$ cat src/rtl/wlpc_pkg.sv
// shared types and constants for the window level pseudo color pixel block
// no dependencies
`default_nettype none
package wlpc_pkg;
  localparam int unsigned TdataInW = 24;
  localparam int unsigned TdataOutW = 24;
  localparam int unsigned CfgIdxW = 3;
  localparam int unsigned GammaEntries = 256;

  typedef enum logic [CfgIdxW-1:0] {
    REG_WINDOW_LOW   = 3'd0,
    REG_WINDOW_HIGH  = 3'd1,
    REG_BRIGHTNESS   = 3'd2,
    REG_CONTRAST     = 3'd3,
    REG_PSEUDO_COLOR = 3'd4,
    REG_INVERT       = 3'd5
  } cfg_reg_e;

  typedef enum logic {
    OP_PIXEL = 1'b0,
    OP_TABLE = 1'b1
  } op_e;

  typedef struct packed {
    logic [15:0] window_low;
    logic [15:0] window_high;
    logic signed [8:0] brightness;
    logic [15:0] contrast_gain;
    logic pseudo_color;
    logic invert;
  } cfg_t;

  typedef struct packed {
    logic       wr_en;
    logic [7:0] wr_addr;
    logic [7:0] wr_data;
  } tbl_wr_t;
endpackage
`default_nettype wire

$ cat src/rtl/wlpc_level_pipe.sv
// window stretch, contrast curve, invert and jet map pipeline
// depends on wlpc_pkg
`default_nettype none
module wlpc_level_pipe (
  input  wire logic           clk_i,
  input  wire logic           en_i,
  input  wire wlpc_pkg::cfg_t cfg_i,
  input  wire logic [7:0]     pixel_i,
  output logic [7:0]          red_o,
  output logic [7:0]          green_o,
  output logic [7:0]          blue_o
);
  import wlpc_pkg::*;

  // stage 1: window compare and numerator
  logic [1:0]  s1_sel_q, s1_sel_d;
  logic [23:0] s1_num_q, s1_num_d;
  logic [15:0] s1_span_q, s1_span_d;
  // stage 2..9: restoring divider, one quotient bit per stage
  logic [23:0] dv_rem_q [1:7];
  logic [15:0] dv_span_q [1:7];
  logic [7:0]  dv_quo_q [1:8];
  logic [1:0]  dv_sel_q [1:8];
  // curve stages
  logic [7:0]  x_q;
  logic signed [35:0] n_q;
  logic [7:0]  lvl_q;
  logic [7:0]  r_q, g_q, b_q;

  logic [15:0] v;
  logic [15:0] diff;
  always_comb begin
    v = {pixel_i, 8'd0};
    diff = v - cfg_i.window_low;
    s1_span_d = cfg_i.window_high - cfg_i.window_low;
    s1_num_d = {diff, 8'd0} - {8'd0, diff};
    if (v < cfg_i.window_low) s1_sel_d = 2'd0;
    else if (v > cfg_i.window_high) s1_sel_d = 2'd1;
    else if (s1_span_d == 16'd0) s1_sel_d = 2'd0;
    else s1_sel_d = 2'd2;
  end

  always_ff @(posedge clk_i) begin
    if (en_i) begin
      s1_sel_q <= s1_sel_d;
      s1_num_q <= s1_num_d;
      s1_span_q <= s1_span_d;
    end
  end

  // quotient fits in 8 bits since numerator <= 255*span
  logic [23:0] rem_in [8];
  logic [15:0] span_in [8];
  logic [7:0]  quo_in [8];
  logic [1:0]  sel_in [8];
  logic [24:0] trial [8];
  always_comb begin
    rem_in[0] = s1_num_q;
    span_in[0] = s1_span_q;
    quo_in[0] = 8'd0;
    sel_in[0] = s1_sel_q;
    for (int i = 1; i < 8; i++) begin
      rem_in[i] = dv_rem_q[i];
      span_in[i] = dv_span_q[i];
      quo_in[i] = dv_quo_q[i];
      sel_in[i] = dv_sel_q[i];
    end
    for (int i = 0; i < 8; i++) begin
      trial[i] = {1'b0, rem_in[i]} - ({9'd0, span_in[i]} << (7 - i));
    end
  end

  always_ff @(posedge clk_i) begin
    if (en_i) begin
      for (int i = 0; i < 7; i++) begin
        dv_rem_q[i+1]  <= trial[i][24] ? rem_in[i] : trial[i][23:0];
        dv_span_q[i+1] <= span_in[i];
      end
      for (int i = 0; i < 8; i++) begin
        dv_quo_q[i+1] <= {quo_in[i][6:0], ~trial[i][24]};
        dv_sel_q[i+1] <= sel_in[i];
      end
    end
  end

  logic [7:0] x_d;
  always_comb begin
    case (dv_sel_q[8])
      2'd0: x_d = 8'd0;
      2'd1: x_d = 8'd255;
      default: x_d = dv_quo_q[8];
    endcase
  end

  logic signed [10:0] t;
  logic signed [9:0]  c;
  logic signed [27:0] prod;
  logic signed [35:0] n_d;
  always_comb begin
    t = $signed({2'b0, x_q, 1'b0}) - 11'sd255 + 11'(cfg_i.brightness);
    c = 10'sd255 + 10'(cfg_i.brightness);
    prod = t * $signed({1'b0, cfg_i.contrast_gain});
    n_d = 36'(prod) + (36'(c) <<< 10);
  end

  logic [7:0] lvl_d;
  always_comb begin
    if (n_q <= 0) lvl_d = 8'd0;
    else if (n_q[35:11] > 25'd255) lvl_d = 8'd255;
    else lvl_d = n_q[18:11];
    if (cfg_i.invert) lvl_d = 8'd255 - lvl_d;
  end

  logic [9:0] l4;
  logic [7:0] r_d, g_d, b_d;
  always_comb begin
    l4 = {lvl_q, 2'b00};
    r_d = lvl_q; g_d = lvl_q; b_d = lvl_q;
    if (cfg_i.pseudo_color) begin
      if (lvl_q < 8'd63) begin
        r_d = 8'd0; g_d = 8'(10'd254 - l4); b_d = 8'd255;
      end else if (lvl_q < 8'd127) begin
        r_d = 8'd0;
        g_d = (l4 < 10'd254) ? 8'd0 : 8'(l4 - 10'd254);
        b_d = (l4 > 10'd510) ? 8'd0
            : ((10'd510 - l4 > 10'd255) ? 8'd255 : 8'(10'd510 - l4));
      end else if (lvl_q < 8'd191) begin
        r_d = (l4 < 10'd510) ? 8'd0 : 8'(l4 - 10'd510);
        g_d = 8'd255; b_d = 8'd0;
      end else begin
        r_d = 8'd255;
        g_d = (l4 < 10'd767) ? 8'd255 : 8'(10'd1022 - l4);
        b_d = 8'd0;
      end
    end
  end

  always_ff @(posedge clk_i) begin
    if (en_i) begin
      x_q <= x_d;
      n_q <= n_d;
      lvl_q <= lvl_d;
      r_q <= r_d;
      g_q <= g_d;
      b_q <= b_d;
    end
  end

  assign red_o = r_q;
  assign green_o = g_q;
  assign blue_o = b_q;
endmodule
`default_nettype wire

$ cat config.mk
export PLATFORM = sky130hd
export DESIGN_NAME = wlpc_level_pipe
export DESIGN_NICKNAME = d
export VERILOG_FILES = /design/src/rtl/wlpc_pkg.sv /design/src/rtl/wlpc_level_pipe.sv
export SDC_FILE = /design/constraint.sdc
export NUM_CORES = 1
export LEC_CHECK = 0
export BUFFER_PORTS_ARGS = -buffer_cell sky130_fd_sc_hd__buf_2
export CELL_PAD_IN_SITES_DETAIL_PLACEMENT = 0
export CELL_PAD_IN_SITES_GLOBAL_PLACEMENT = 1
export CORE_UTILIZATION = 45
export DETAILED_ROUTE_END_ITERATION = 12
export GPL_TIMING_DRIVEN = 0
export PLACE_DENSITY_LB_ADDON = 0.1
export RECOVER_POWER = 25
export SLEW_MARGIN = 20
export SYNTH_ARGS = -nofsm -noshare
export SYNTH_HDL_FRONTEND = slang
export SYNTH_SLANG_ARGS = --single-unit
$ cat constraint.sdc
create_clock -name clk_i -period 9.9 [get_ports clk_i]
set_input_delay 0.99 -clock clk_i [delete_from_list [all_inputs] [get_ports clk_i]]
set_output_delay 0.99 -clock clk_i [all_outputs]
set_load 0.02 [all_outputs]
# == After elaboration in Yosys (flattened, before gate mapping) ==
# Memories as Yosys holds them, arrays and structs flattened.
# Index checks and enable logic that the tools add are counted.
# op_classes
addsub,21
n_mul,1
magnitude_cmp,12
n_eq_ne,1
mux,31
bitwise,8
n_reduce_logical,3
# ops
op,count
2-to-1 mux 24 bit,7
2-to-1 mux 8 bit,19
less-or-equal comparator 36 x 1 -> 1 bit (second input constant),1
subtractor 16 bit,2
adder 28 x 20 -> 29 bit,1
multiplier 11 x 17 -> 28 bit,1
greater-than comparator 25 x 8 -> 1 bit (second input constant),1
subtractor 24 x 16 -> 25 bit,1
subtractor 24 x 17 -> 25 bit,1
subtractor 24 x 18 -> 25 bit,1
subtractor 24 x 19 -> 25 bit,1
subtractor 24 x 20 -> 25 bit,1
subtractor 24 x 21 -> 25 bit,1
subtractor 24 x 22 -> 25 bit,1
subtractor 24 x 23 -> 25 bit,1
subtractor 24 x 16 -> 24 bit,1
subtractor 8 bit (first input constant),3
greater-than comparator 16 bit,1
logical NOT 16 bit,1
< comparator 16 bit,1
case mux 8 bit (2 select lines),1
subtractor 8 bit (second input constant),2
adder 10 x 9 -> 11 bit,1
adder 9 x 9 -> 10 bit (first input constant),1
other kinds (16),25
# totals
register_bits,118
mem_bits_rw,360
inputBits,69
output_inout_bits,24
elab_cells,91
mem_count,4
# memory_table
name,depth,word_bits,read_ports,rd_ports_with_merged_regs,write_ports,line,rtl
dv_rem_q,7,24,7,0,7,wlpc_level_pipe.sv:20,logic [23:0] dv_rem_q [1:7];
dv_span_q,7,16,7,0,7,wlpc_level_pipe.sv:21,logic [15:0] dv_span_q [1:7];
dv_quo_q,8,8,8,0,8,wlpc_level_pipe.sv:22,logic [7:0] dv_quo_q [1:8];
dv_sel_q,8,2,8,0,8,wlpc_level_pipe.sv:23,logic [1:0] dv_sel_q [1:8];

# == Longest topological paths before layout ==
# Gate-level depths: netlist of run 1.
# logic_depth
depth_word,7
depth_mapped,30
ltp_nobuf,29

# == Worst setup path after synthesis of run 1 ==
# No wires, ideal clock.
# synth_path
path_kind,input port to flip-flop
from,input port cfg_i[18] in the netlist's numbering
to,"register n_q[34], data pin"
setup_time_ps,260
t_arrival_ps,7797
required_time_ps,9640
slack_ps,1843
cell_stages,28
n_path_buf,1
cell_sequence,fa_1 a21o_1 a21oi_1 nor2b_1 o21a_1 o21ai_0 nand2b_1 a21oi_1 xnor2_1 clkbuf_1 nand2_1 fa_1 fa_1 inv_1 fa_1 fa_1 inv_1 fa_1 inv_1 ha_1 o21a_1 o21a_1 and3_1 or2_1 o311a_1 a2111oi_2 a21oi_1 xnor2_1
# synth_between
elab_chain_len,3
word_cells_on_any_way,4
cone_classes,add/sub (3); mul (1)
# synth_lines
item,line,rtl
start: declaration,wlpc_level_pipe.sv:7,"input wire wlpc_pkg::cfg_t cfg_i,"
adder 10 x 9 -> 11 bit,wlpc_level_pipe.sv:100,"t = $signed({2'b0, x_q, 1'b0}) - 11'sd255 + 11'(cfg_i.brightness);"
multiplier 11 x 17 -> 28 bit,wlpc_level_pipe.sv:102,"prod = t * $signed({1'b0, cfg_i.contrast_gain});"
adder 28 x 20 -> 29 bit *,wlpc_level_pipe.sv:103,n_d = 36'(prod) + (36'(c) <<< 10);
named net n_d[28],wlpc_level_pipe.sv:98,logic signed [35:0] n_d;
end signal: assignment,wlpc_level_pipe.sv:141,n_q <= n_d;
end: declaration,wlpc_level_pipe.sv:26,logic signed [35:0] n_q;
# The timed path passes the listed nets; every way through them passes the cells marked *.
# A chain may end at the register's enable or synchronous reset.

# == Worst setup path in the final report of run 1 ==
# layout_path
from,input port cfg_i[19] in the netlist's numbering
to,"register n_q[27], data pin"
# The elaborated chain is that of the path after synthesis.

==> reports/results.md, run 1 <==
| Group | Metric | This run |
|:---|:---|:---|
| synthesis | Post-Synthesis Cell Area | 0.0305 mm^2 |
| status | Result of the run | finished with violations |
| setup path | Category of the worst setup path launch point | primary input |
| synthesis | Library cell occupying the most area in the post-synthesis netlist | edfxtp_1 |
| power | Net Sw Power | 5.13 mW |
| power | Tot Pwr | 12.3 mW |
| setup path | Slowest library cell on the worst path | a21boi_0 |
| clock tree | Total CTS buffers | 47 |
| synthesis | #FFs+latches synth | 443 |
| grt | Grt ovf | 0 |
| routing | DR vias | 20100 |
| synthesis | Sequential area share after synthesis | 43.6% |
| power | Internal Dissipation | 7.22 mW |
| die | Core Box Area | 0.0672 mm^2 |
| place | Total half-perimeter wirelength after legalization and detailed placement | 49600 um |
| synthesis | Arithmetic-cell share of the synthesized area counting full adders, half adders and majority gates | 20.8% |
| setup path | Endpoint kind of the worst setup timing path | register |
| layout | Final Non-Filler Cells | 3890 |
| place | Port bufs | 88 |
| setup path | Required time of the worst setup path | 10.22 ns |
| clock tree | Post-CTS setup-driven buffer insertion count | 0 |
| die | Initial Util | 45.4% |
| clock tree | CTS resizes | 0 |
| die | Placement row count | 95 |
| power | Portion of total power attributed to the clock network | 15.1% |
| timing | Setup TNS | 0 ns |
| synthesis | Top-count cell post-synth | edfxtp_1 |
| clock tree | Sinks on Clock Net | 443 |
| synthesis | Proportion of synthesized area in mux cells | 1.34% |
| timing | Pins Over Slew Limit | 46 |
| grt | Antenna violations before repair | 1 |
| clock tree | Max clock buf depth | 3 |
| clock tree | Clock latency reported for the late side of the worst-skew pair | 0.58 ns |
| timing | Worst clock skew | 0.0207 ns |
| synthesis | Synth Area in XOR/XNOR | 5.46% |
| setup path | Highest cell delay on the worst timing path | 0.86 ns |
| routing | Final ANT Viol Nets | 0 |
| power | Pwr per Cell Area | 365 mW/mm^2 |
| routing | Iteration-0 DRC count of the detailed router | 909 |
| die | Width of the die | 262 um |
| timing | Peak clock frequency supported by timing | 109 MHz |
| place | Weighted congestion at the end of routability-driven global placement | 0.891 |
| place | Total placed cells including tap cells | 3803 |
| worst hold path | HP Class | register to register |
| synthesis | Most numerous cell types in the synthesized netlist | edfxtp_1, inv_1, ha_1 |
| status | Failing checks | capacitance limit, slew limit |
| synthesis | Largest cells by area after synthesis | edfxtp_1, ha_1, fa_1, inv_1, xnor2_1 |
| synthesis | Post-Syn Nets | 3323 |
| clock tree | Clock tree from TritonCTS | done |
| timing | Period utilisation layout | 92.2% |
| clock tree | Clk pin slew, worst setup/hold paths | 0.06 ns |
| layout | Net count of the finished layout | 3464 |
| synthesis | Simple-gate area share of the yosys netlist | 11.8% |
| synthesis | Cells after Synth | 2838 |
| setup path | Worst-path fanout max | 10 |
| layout | Share of layout cells above drive strength 1 | 7.92% |
| routing | Average vias per placed instance | 5.16 |
| timing | Slew at the pin closest to its max-slew limit | 2.76 ns |
| timing | Final number of setup-violating endpoints | 0 |
| setup path | Type of the setup path with the least slack | primary input to register |
| power | Leak Pwr | 14.5 nW |
| grt | First-pass GRT wire length | 102000 um |
| die | Die footprint | 0.0688 mm^2 |
| timing | Final-report hold violation count | 0 |
| clock tree | Number of H-tree branching levels | 2 |
| synthesis | Yosys top cell area share | 43.6% |
| grt | Vias in the first global route | 20600 |
| power | Portion of total power attributed to sequential cells | 25.8% |
| power | Sw Share | 41.5% |
| layout | Final design area excluding fillers | 0.0338 mm^2 |
| timing | Setup repair after global routing missed its margin | false |
| routing | Post-detailed-route DRC marker count | 0 |
| power | Gate power share | 59.1% |
| synthesis | Number of distinct library cells after synthesis | 80 |
| timing | Headroom to the max-slew limit | -84.1% |
| job | Number of maximum-capacitance violations | 1 |
| synthesis | Average instance area after synthesis | 10.7 um^2 |
| synthesis | Count of flip-flops with a built-in enable after synthesis | 443 |
| layout | Number of fill cells | 5987 |
| routing | Post-DR wirelength/cell | 15.8 um |
| synthesis | Synthesized-area fraction occupied by ao, oa, aoi and oai cells | 11.1% |
| grt | Pin count of the biggest net entering global routing | 110 |
| synthesis | Synth Flop Type | edfxtp_1 |
| timing | Minimum clock period | 9.13 ns |
| synthesis | Proportion of register bits with asynchronous set or reset after synthesis | 0% |
| power | Largest vdd supply drop | 0.517 mV |
| clock tree | Root buffer cell | clkbuf_16 |
| synthesis | Yosys warnings | 0 |
| grt | All-layer global routing usage | 18.2% |
| place | Dpl cell area | 0.0321 mm^2 |
| layout | Area added between synthesis and finish | 10.9% |
| setup path | Crit path top cell by count | fa_1 |
| die | Height of the die | 262 um |
| die | Boundary Pins | 93 |
| clock tree | Number of hold buffers added after CTS | 0 |
| synthesis | Combinational family with the most area after synthesis | adder cells |
| routing | Number of iterations in the first detailed-routing pass | 5 |
| layout | Count of antenna diodes in the layout | 0 |
| routing | Wire length reported by the detailed router | 61600 um |
| setup path | CP arrival | 9.46 ns |
[stage by stage]
stage	hold WS, ns	setup slack [ns]	util [%]
2_1_floorplan	0.400	1.84	-
3_3_place_gp	0.401	0.233	47.7
3_5_place_dp	0.405	0.193	47.9
4_1_cts	0.413	0.802	50.3
5_1_grt	0.420	0.221	50.3
6_report	0.412	0.767	50.3
[worst max-delay path: cells and delay by family]
family	cells	cell delay, ns
AO/OA/AOI/OAI	10	2.91
AND/OR/NAND/NOR	6	0.68
XOR/XNOR	2	0.61
buffers and inverters	5	0.82
adder cells (fa/ha/maj)	7	3.41
[registers in the layout, indices dropped and copies added (netlist names)]
register / flops
blue_o: 8
dv_quo_q: 36
dv_rem_q: 168
dv_sel_q: 16
dv_span_q: 112
green_o: 8
lvl_q: 8
n_q: 29
red_o: 8
s1_num_q: 24
s1_sel_q: 2
s1_span_q: 16
x_q: 8
[routing by layer]
layer	part of all wire (%)	global-route usage (%)	up-vias
li1	-	-	10100
met2	49	32.2	362
met5	0	0	-
met3	3.5	2.28	122
met1	44	22.4	9483
met4	3.9	7.47	0
[logic make-up (layout without fill, tap and decap cells)]
kind of cell,count (synthesis),after routing
buf+inv,470,649
flops,443,443
fa+ha+maj,416,416
mux,37,37
simple gates,749,749
compound gates,533,533
xor+xnor,190,190
[power by group through the flow]
stage,logic [mW],registers (mW),clock network (mW)
after global routing,8.36,3.24,2.00
after global placement,7.17,3.24,0
after floorplan,5.61,3.16,0
after detailed placement,7.30,3.22,0
after CTS,7.36,3.19,1.93
final,7.29,3.19,1.87
[worst paths after layout]
check                                     start               to  slack (ns)  depth (start not counted)
worst max-delay path                  cfg_i[19]          n_q[27]        0.77                         30
worst max register to register           x_q[0]          n_q[27]        0.96                         29
worst min-delay path            dv_quo_q[0][41]  dv_quo_q[0][50]        0.41                          0
worst min register to register  dv_quo_q[0][41]  dv_quo_q[0][50]        0.41                          0
[layout make-up]
| type | instances | area, um^2 | area share, % |
|---|---|---|---|
| inverter | 406 | 1520 | 4.51 |
| tap | 873 | 1090 | 3.23 |
| multi-input combinational | 1925 | 15400 | 45.6 |
| buffer | 64 | 256 | 0.759 |
| sequential | 443 | 13300 | 39.3 |
| timing repair buffer | 92 | 548 | 1.62 |
| clock inverter | 35 | 432 | 1.28 |
| clock buffer | 52 | 1240 | 3.66 |
[cell usage in the layout (no fill, tap or decap), types with 99 or more instances in the layout]
cell,instances
a21oi_1,165
buf_2,99
edfxtp_1,443
fa_1,152
ha_1,264
inv_1,404
nand2_1,239
nor2_1,183
o21ai_0,126
xnor2_1,115
(Power assumes the default switching activity.)
==> run 2, diff against run 1 <==
Settings changed: ABC_AREA from default to 1.
==> run 2 against run 1 <==
Net effect:
- the flow still finishes with violations (capacitance limit, slew limit)
- first-iteration DRC count is 52% higher
- flip-flop and latch count stayed put
- area after synthesis is 8.9% higher
- wire length is 29% higher
- sequential share of layout area is 2.9 points lower
- via count is 23% higher
- critical path depth is 3 lower
==> reports/results.md, run 2 <==
| Group | Metric | This run | vs previous |
|:---|:---|:---|:---|
| power | Largest vdd supply drop | 0.455 mV | -12% |
| status | Failing checks | capacitance limit, slew limit |  |
| timing | Peak clock frequency supported by timing | 141 MHz | +29% |
| power | Pwr per Cell Area | 371 mW/mm^2 | +1.5% |
| routing | Wire length reported by the detailed router | 79800 um | +29% |
| die | Height of the die | 274 um | +4.3% |
| die | Initial Util | 45.5% | +0.092 points |
| layout | Largest register FFs | 168 | unchanged |
| synthesis | Most numerous cell types in the synthesized netlist | nand2_1, inv_1, edfxtp_1 |  |
| clock tree | Sinks on Clock Net | 443 | unchanged |
| layout | Final Non-Filler Cells | 4922 | +27% |
| synthesis | Yosys warnings | 0 | unchanged |
| synthesis | Library cell occupying the most area in the post-synthesis netlist | edfxtp_1 |  |
| clock tree | Number of hold buffers added after CTS | 0 | unchanged |
| clock tree | Clk pin slew, worst setup/hold paths | 0.06 ns | about the same |
| die | Boundary Pins | 93 | unchanged |
| timing | Pins Over Slew Limit | 31 | -33% |
| layout | Share of layout cells above drive strength 1 | 7.42% | -0.50 points |
| timing | Slew at the pin closest to its max-slew limit | 2.27 ns | -0.489 ns |
| layout | Registers with the highest flip-flop counts | dv_rem_q: 168 flops, dv_span_q: 112 flops, dv_quo_q: 36 flops |  |
| clock tree | Clock tree from TritonCTS | done |  |
| power | Leak Pwr | 17.1 nW | +18% |
| layout | Largest register by flop count | dv_rem_q |  |
| routing | Post-DR wirelength/cell | 16.2 um | +2.3% |
| grt | First-pass GRT wire length | 130000 um | +27% |
| layout | Final design utilization | 50.0% | -0.36 points |
| die | Placement row count | 99 | +4.2% |
| timing | Worst setup margin | 2.82 ns | +2.05 ns |
| routing | Number of iterations in the first detailed-routing pass | 7 | +2 |
| layout | Leading cell type in the layout, fill and taps excluded | nand2_1 |  |
| place | Total placed cells including tap cells | 4834 | +27% |
| setup path | CP arrival | 7.41 ns | -2.05 ns |
| die | Core Box Area | 0.0730 mm^2 | +8.6% |
| setup path | Endpoint kind of the worst setup timing path | register |  |
| grt | All-layer global routing usage | 21.9% | +3.7 points |
| clock tree | Max clock buf depth | 3 | unchanged |
| setup path | Number of buffers and inverters on the critical path | 7 | +2 |
| setup path | Type of the setup path with the least slack | primary input to register |  |
| timing | Setup TNS | 0 ns | unchanged |
| setup path | Highest cell delay on the worst timing path | 0.63 ns | -0.23 ns |
| clock tree | Total CTS buffers | 49 | +4.3% |
| power | Tot Pwr | 13.5 mW | +9.5% |
| synthesis | Post-Syn Nets | 4274 | +29% |
| clock tree | Post-CTS setup-driven buffer insertion count | 0 | unchanged |
| routing | Wire length on met2 | 37000 um | +23% |
| clock tree | CTS resizes | 0 | unchanged |
| place | Port bufs | 82 | -6.8% |
| layout | Area added between synthesis and finish | 9.90% |  |
| timing | Period utilisation layout | 71.5% | -21 points |
| routing | Top layer reached by signal wires | met4 |  |
| clock tree | Number of H-tree branching levels | 2 | unchanged |
| routing | Met1 Wirelength | 38700 um | +44% |
| synthesis | Proportion of synthesized area in mux cells | 0% | -1.3 points |
| timing | Worst clock skew | 0.0320 ns | +0.0114 ns |
| timing | Headroom to the max-slew limit | -51.5% | +33 points |
| place | Dpl cell area | 0.0349 mm^2 | +8.6% |
| timing | Setup repair after global routing missed its margin | false |  |
| die | Width of the die | 274 um | +4.3% |
| place | Pre-CTS setup slack | 2.22 ns | +2.03 ns |
| synthesis | Synth Area in XOR/XNOR | 3.37% | -2.1 points |
| synthesis | Top-count cell post-synth | nand2_1 |  |
| layout | Number of fill cells | 7089 | +18% |
| grt | Vias in the first global route | 24400 | +18% |
| routing | DR vias | 24700 | +23% |
| grt | Pin count of the biggest net entering global routing | 109 | -0.91% |
| grt | Grt ovf | 0 | unchanged |
| place | Total half-perimeter wirelength after legalization and detailed placement | 65200 um | +31% |
| routing | Post-detailed-route DRC marker count | 0 | unchanged |
| layout | Top library cells by usage in the layout, fill and taps aside | nand2_1, inv_1, edfxtp_1 |  |
| synthesis | Post-Synthesis Cell Area | 0.0332 mm^2 | +8.9% |
| layout | Final design area excluding fillers | 0.0365 mm^2 | +7.9% |
| routing | Final ANT Viol Nets | 0 | unchanged |
| layout | Count of antenna diodes in the layout | 0 | unchanged |
| synthesis | Number of distinct library cells after synthesis | 56 | -30% |
| setup path | Required time of the worst setup path | 10.23 ns | about the same |
| synthesis | Average instance area after synthesis | 8.76 um^2 | -18% |
| synthesis | Yosys top cell area share | 40.1% | -3.6 points |
| synthesis | Count of flip-flops with a built-in enable after synthesis | 443 | unchanged |
| job | Number of maximum-capacitance violations | 1 | unchanged |
| clock tree | Root buffer cell | clkbuf_16 |  |
| die | Die footprint | 0.0748 mm^2 | +8.8% |
| synthesis | Sequential area share after synthesis | 40.1% | -3.6 points |
| synthesis | Combinational family with the most area after synthesis | simple AND/OR/NAND/NOR gates |  |
| timing | Final Hold Slack | 0.384 ns | -0.0274 ns |
| synthesis | Arithmetic-cell share of the synthesized area counting full adders, half adders and majority gates | 19.1% | -1.7 points |
| layout | Combined flip-flop and latch cell area | 0.0133 mm^2 | unchanged |
| worst hold path | HP Class | register to register |  |
| clock tree | Clock latency reported for the late side of the worst-skew pair | 0.60 ns | +0.02 ns |
| setup path | Worst-path fanout max | 10 | unchanged |
| layout | Net count of the finished layout | 4411 | +27% |
| synthesis | Proportion of register bits with asynchronous set or reset after synthesis | 0% | unchanged |
| routing | Iteration-0 DRC count of the detailed router | 1385 | +52% |
| timing | Final number of setup-violating endpoints | 0 | unchanged |
| synthesis | Synthesized-area fraction occupied by ao, oa, aoi and oai cells | 8.18% | -2.9 points |
| synthesis | Cells after Synth | 3789 | +34% |
| synthesis | Simple-gate area share of the yosys netlist | 20.5% | +8.7 points |
| status | Result of the run | finished with violations |  |
| layout | Area of combinational cells with multiple inputs | 0.0170 mm^2 | +10% |
| synthesis | Largest cells by area after synthesis | edfxtp_1, ha_1, nand2_1, fa_1, inv_1 |  |
| routing | Wire length on met3 | 2530 um | +19% |
| setup path | Category of the worst setup path launch point | primary input |  |
| setup path | Slowest library cell on the worst path | fa_1 |  |
| place | Weighted congestion at the end of routability-driven global placement | 0.941 | +5.6% |
| synthesis | #FFs+latches synth | 443 | unchanged |
| setup path | Crit path top cell by count | nand2_1 |  |
| setup path | CP top delay family | adder cells |  |
| timing | Final-report hold violation count | 0 | unchanged |
| grt | Antenna violations before repair | 0 | -1 |
| timing | Minimum clock period | 7.08 ns | -2.05 ns |
| synthesis | Synth Flop Type | edfxtp_1 |  |
| routing | Average vias per placed instance | 5.02 | -2.7% |
run 2: final cells by class:
class	instances	share of cell area (%)
multi-input combinational	2607	46.6
sequential	443	36.5
inverter	692	7.14
clock buffer	57	3.44
tap	959	3.29
timing repair buffer	86	1.41
clock inverter	31	0.861
buffer	47	0.782
run 2: final timing paths:
| check | end | from | slack, ns | depth (start not counted) |
|---|---|---|---|---|
| min reg2reg | dv_sel_q[0][7] | dv_sel_q[0][5] | 0.38 | 0 |
| max reg2reg | n_q[25] | x_q[0] | 3.04 | 26 |
| max | n_q[25] | cfg_i[18] | 2.82 | 27 |
| min | dv_sel_q[0][7] | dv_sel_q[0][5] | 0.38 | 0 |
run 2: kinds of logic (layout without fill, tap and decap cells):
group | count (synthesis) | in the layout
AND/OR/NAND/NOR | 1593 | 1593
buffers and inverters | 739 | 913
AO/OA/AOI/OAI | 471 | 471
flip-flops | 443 | 443
adder cells (fa/ha/maj) | 416 | 416
XOR/XNOR | 127 | 127
run 2: where the power goes:
part           internal [mW]  switching (mW)  total [mW]
sequential              2.94           0.266        3.20
clock                   1.04           0.753        1.79
combinational           3.09            5.43        8.52
run 2: routing by layer:
metal,track usage [%],vias up
met5,0,-
met2,36.5,392
met1,30.8,11500
li1,-,12700
met3,1.98,86
met4,4.75,0
==> run 3, diff against run 2 <==
Settings changed: ABC_AREA 1 to 0.
Clock period 9.9 ns to 5.7 ns, I/O delays scaled along.
==> run 3 against run 2 <==
Net effect:
- the flow finishes with violations (capacitance limit, slew limit, setup timing)
- clock-buffer cell count is 7 higher
- register-to-register slack got worse by 4.6 ns
- hold slack better by 0.027 ns
- cell area fell by 5.4%
- wire length is 23% lower
- cell count down 20%
- clock skew shrank 0.012 ns
- sequential share of layout area up 2.1 points
- utilization rose by 1.4 points
- highest routed layer unchanged
==> reports/results.md, run 3 (same netlist as run 1, synthesis figures left out) <==
| Group | Metric | This run | vs previous |
|:---|:---|:---|:---|
| setup path | Endpoint kind of the worst setup timing path | register |  |
| layout | Largest register FFs | 168 | unchanged |
| clock tree | Sinks on Clock Net | 443 | unchanged |
| timing | Worst setup margin | -1.55 ns | -4.37 ns |
| timing | Final number of setup-violating endpoints | 19 | +19 |
| routing | Wire length reported by the detailed router | 61500 um | -23% |
| clock tree | Number of H-tree branching levels | 2 | unchanged |
| clock tree | Clock tree from TritonCTS | done |  |
| routing | Post-detailed-route DRC marker count | 0 | unchanged |
| grt | All-layer global routing usage | 18.2% | -3.7 points |
| routing | Final ANT Viol Nets | 0 | unchanged |
| setup path | CP arrival | 7.56 ns | +0.15 ns |
| grt | Grt ovf | 0 | unchanged |
| timing | Minimum clock period | 7.25 ns |  |
| place | Dpl cell area | 0.0324 mm^2 | -7.2% |
| worst hold path | HP Class | primary input to register |  |
| clock tree | Root buffer cell | clkbuf_16 |  |
| job | Number of maximum-capacitance violations | 1 | unchanged |
| routing | Iteration-0 DRC count of the detailed router | 778 | -44% |
| layout | Top library cells by usage in the layout, fill and taps aside | edfxtp_1, inv_1, ha_1 |  |
| clock tree | Clock latency reported for the late side of the worst-skew pair | 0.58 ns | -0.02 ns |
| die | Die footprint | 0.0688 mm^2 | -8.1% |
| timing | Pins Over Slew Limit | 92 | +200% |
| die | Height of the die | 262 um | -4.1% |
| die | Placement row count | 95 | -4.0% |
| die | Initial Util | 45.4% | -0.092 points |
| status | Result of the run | finished with violations |  |
| layout | Final design utilization | 51.4% | +1.4 points |
| layout | Net count of the finished layout | 3509 | -20% |
| layout | Largest register by flop count | dv_rem_q |  |
| timing | Setup repair after global routing missed its margin | true |  |
| routing | Post-DR wirelength/cell | 15.6 um | -3.5% |
| die | Width of the die | 262 um | -4.1% |
| die | Boundary Pins | 93 | unchanged |
| place | Total half-perimeter wirelength after legalization and detailed placement | 49000 um | -25% |
| place | Weighted congestion at the end of routability-driven global placement | 0.886 | -5.9% |
| timing | Period utilisation layout | 127% |  |
| place | Port bufs | 88 | +7.3% |
| timing | Peak clock frequency supported by timing | 138 MHz |  |
| clock tree | Clk pin slew, worst setup/hold paths | 0.06 ns | about the same |
| setup path | Category of the worst setup path launch point | register |  |
| timing | Worst clock skew | 0.0198 ns | -0.0122 ns |
| status | Failing checks | capacitance limit, slew limit, setup timing |  |
| grt | Vias in the first global route | 20700 | -15% |
| routing | DR vias | 20200 | -18% |
| die | Core Box Area | 0.0672 mm^2 | -8.0% |
| timing | Setup TNS | -19.46 ns | -19.46 ns |
| clock tree | Total CTS buffers | 47 | -4.1% |
| timing | Slew at the pin closest to its max-slew limit | 4.75 ns | +2.47 ns |
| setup path | Required time of the worst setup path | 6.01 ns | -4.22 ns |
| layout | Number of fill cells | 5899 | -17% |
| layout | Share of layout cells above drive strength 1 | 12.0% | +4.5 points |
| grt | Pin count of the biggest net entering global routing | 113 | +3.7% |
| layout | Leading cell type in the layout, fill and taps excluded | edfxtp_1 |  |
| layout | Final design area excluding fillers | 0.0345 mm^2 | -5.4% |
| routing | Average vias per placed instance | 5.13 | +2.2% |
| grt | First-pass GRT wire length | 102000 um | -21% |
| grt | Antenna violations before repair | 2 | +2 |
| setup path | Worst-path fanout max | 10 | unchanged |
| layout | Area added between synthesis and finish | 13.2% |  |
| routing | Number of iterations in the first detailed-routing pass | 4 | -3 |
| setup path | Type of the setup path with the least slack | register to register |  |
| timing | Headroom to the max-slew limit | -216% | -160 points |
| timing | Final-report hold violation count | 0 | unchanged |
| clock tree | Max clock buf depth | 3 | unchanged |
| layout | Registers with the highest flip-flop counts | dv_rem_q: 168 flops, dv_span_q: 112 flops, dv_quo_q: 36 flops |  |
-- run 3: cell types whose count changed in the layout (fill, tap and decap cells not counted), moves of 61 or more --
cell,delta
nand2_1,-635
inv_1,-287
nor2_1,-155
nand3_1,-146
a21oi_1,-61
nor2b_1,+61
-- run 3: layout make-up --
class | instances | area, um^2 | area share (%)
clock buffer | 64 | 1260 | 3.65
tap | 873 | 1090 | 3.16
multi-input combinational | 1925 | 16000 | 46.3
antenna | 2 | 5.00 | 0.0145
buffer | 64 | 299 | 0.866
clock inverter | 20 | 104 | 0.301
inverter | 406 | 1520 | 4.41
sequential | 443 | 13300 | 38.5
timing repair buffer | 137 | 937 | 2.71
-- run 3: worst paths after layout --
kind | start | end | slack [ns] | cells after the start
max | x_q[0] | n_q[34] | -1.55 | 26
min reg2reg | dv_rem_q[0][120] | dv_rem_q[0][144] | 0.41 | 0
min | cfg_i[43] | s1_num_q[0] | 0.41 | 1
max reg2reg | x_q[0] | n_q[34] | -1.55 | 26
-- run 3: metrics by stage --
step	hold slack, ns	instances	setup slack (ns)
after floorplan	0.400	2838	-1.15
after global placement	0.402	3799	-2.77
after detailed placement	0.405	3803	-2.78
after CTS	0.268	3913	-1.53
after global routing	0.363	3932	-1.81
final	0.412	3934	-1.55
-- run 3: critical path, stage by stage (launching register included) --
cell,delay [ns]
edfxtp_1,0.42
fa_2,0.37
a21o_1,0.18
a21oi_2,0.15
nor2b_1,0.06
o21a_1,0.21
nor2_1,0.17
xnor2_2,0.29
clkbuf_8,0.31
nand2_1,0.08
fa_1,0.53
inv_1,0.05
fa_1,0.57
fa_1,0.46
fa_1,0.59
inv_2,0.05
fa_1,0.56
inv_2,0.05
ha_4,0.23
a21oi_2,0.13
o21ai_2,0.07
a21o_1,0.24
or2_4,0.28
o311a_4,0.32
a2111oi_4,0.34
a21oi_2,0.11
xnor2_1,0.15
-- run 3: per-layer routing --
metal,GRT usage [%],wire length (um),vias to the layer above
met2,32.7,30500,326
met1,22.4,27100,9589
met5,0,0,-
met3,2.61,2160,96
li1,-,-,10200
met4,5.71,1780,0
-- run 3: repair_timing --
item                       CTS  global route
setup endpoints to repair   20            20
hold buffers                 0             0
pin swaps                   47            61
gates resized for setup     56            57
setup buffers               26            20
Power of run 3 is not shown: default switching activity piles up to over one toggle a cycle in this logic, so the estimate is an artifact.
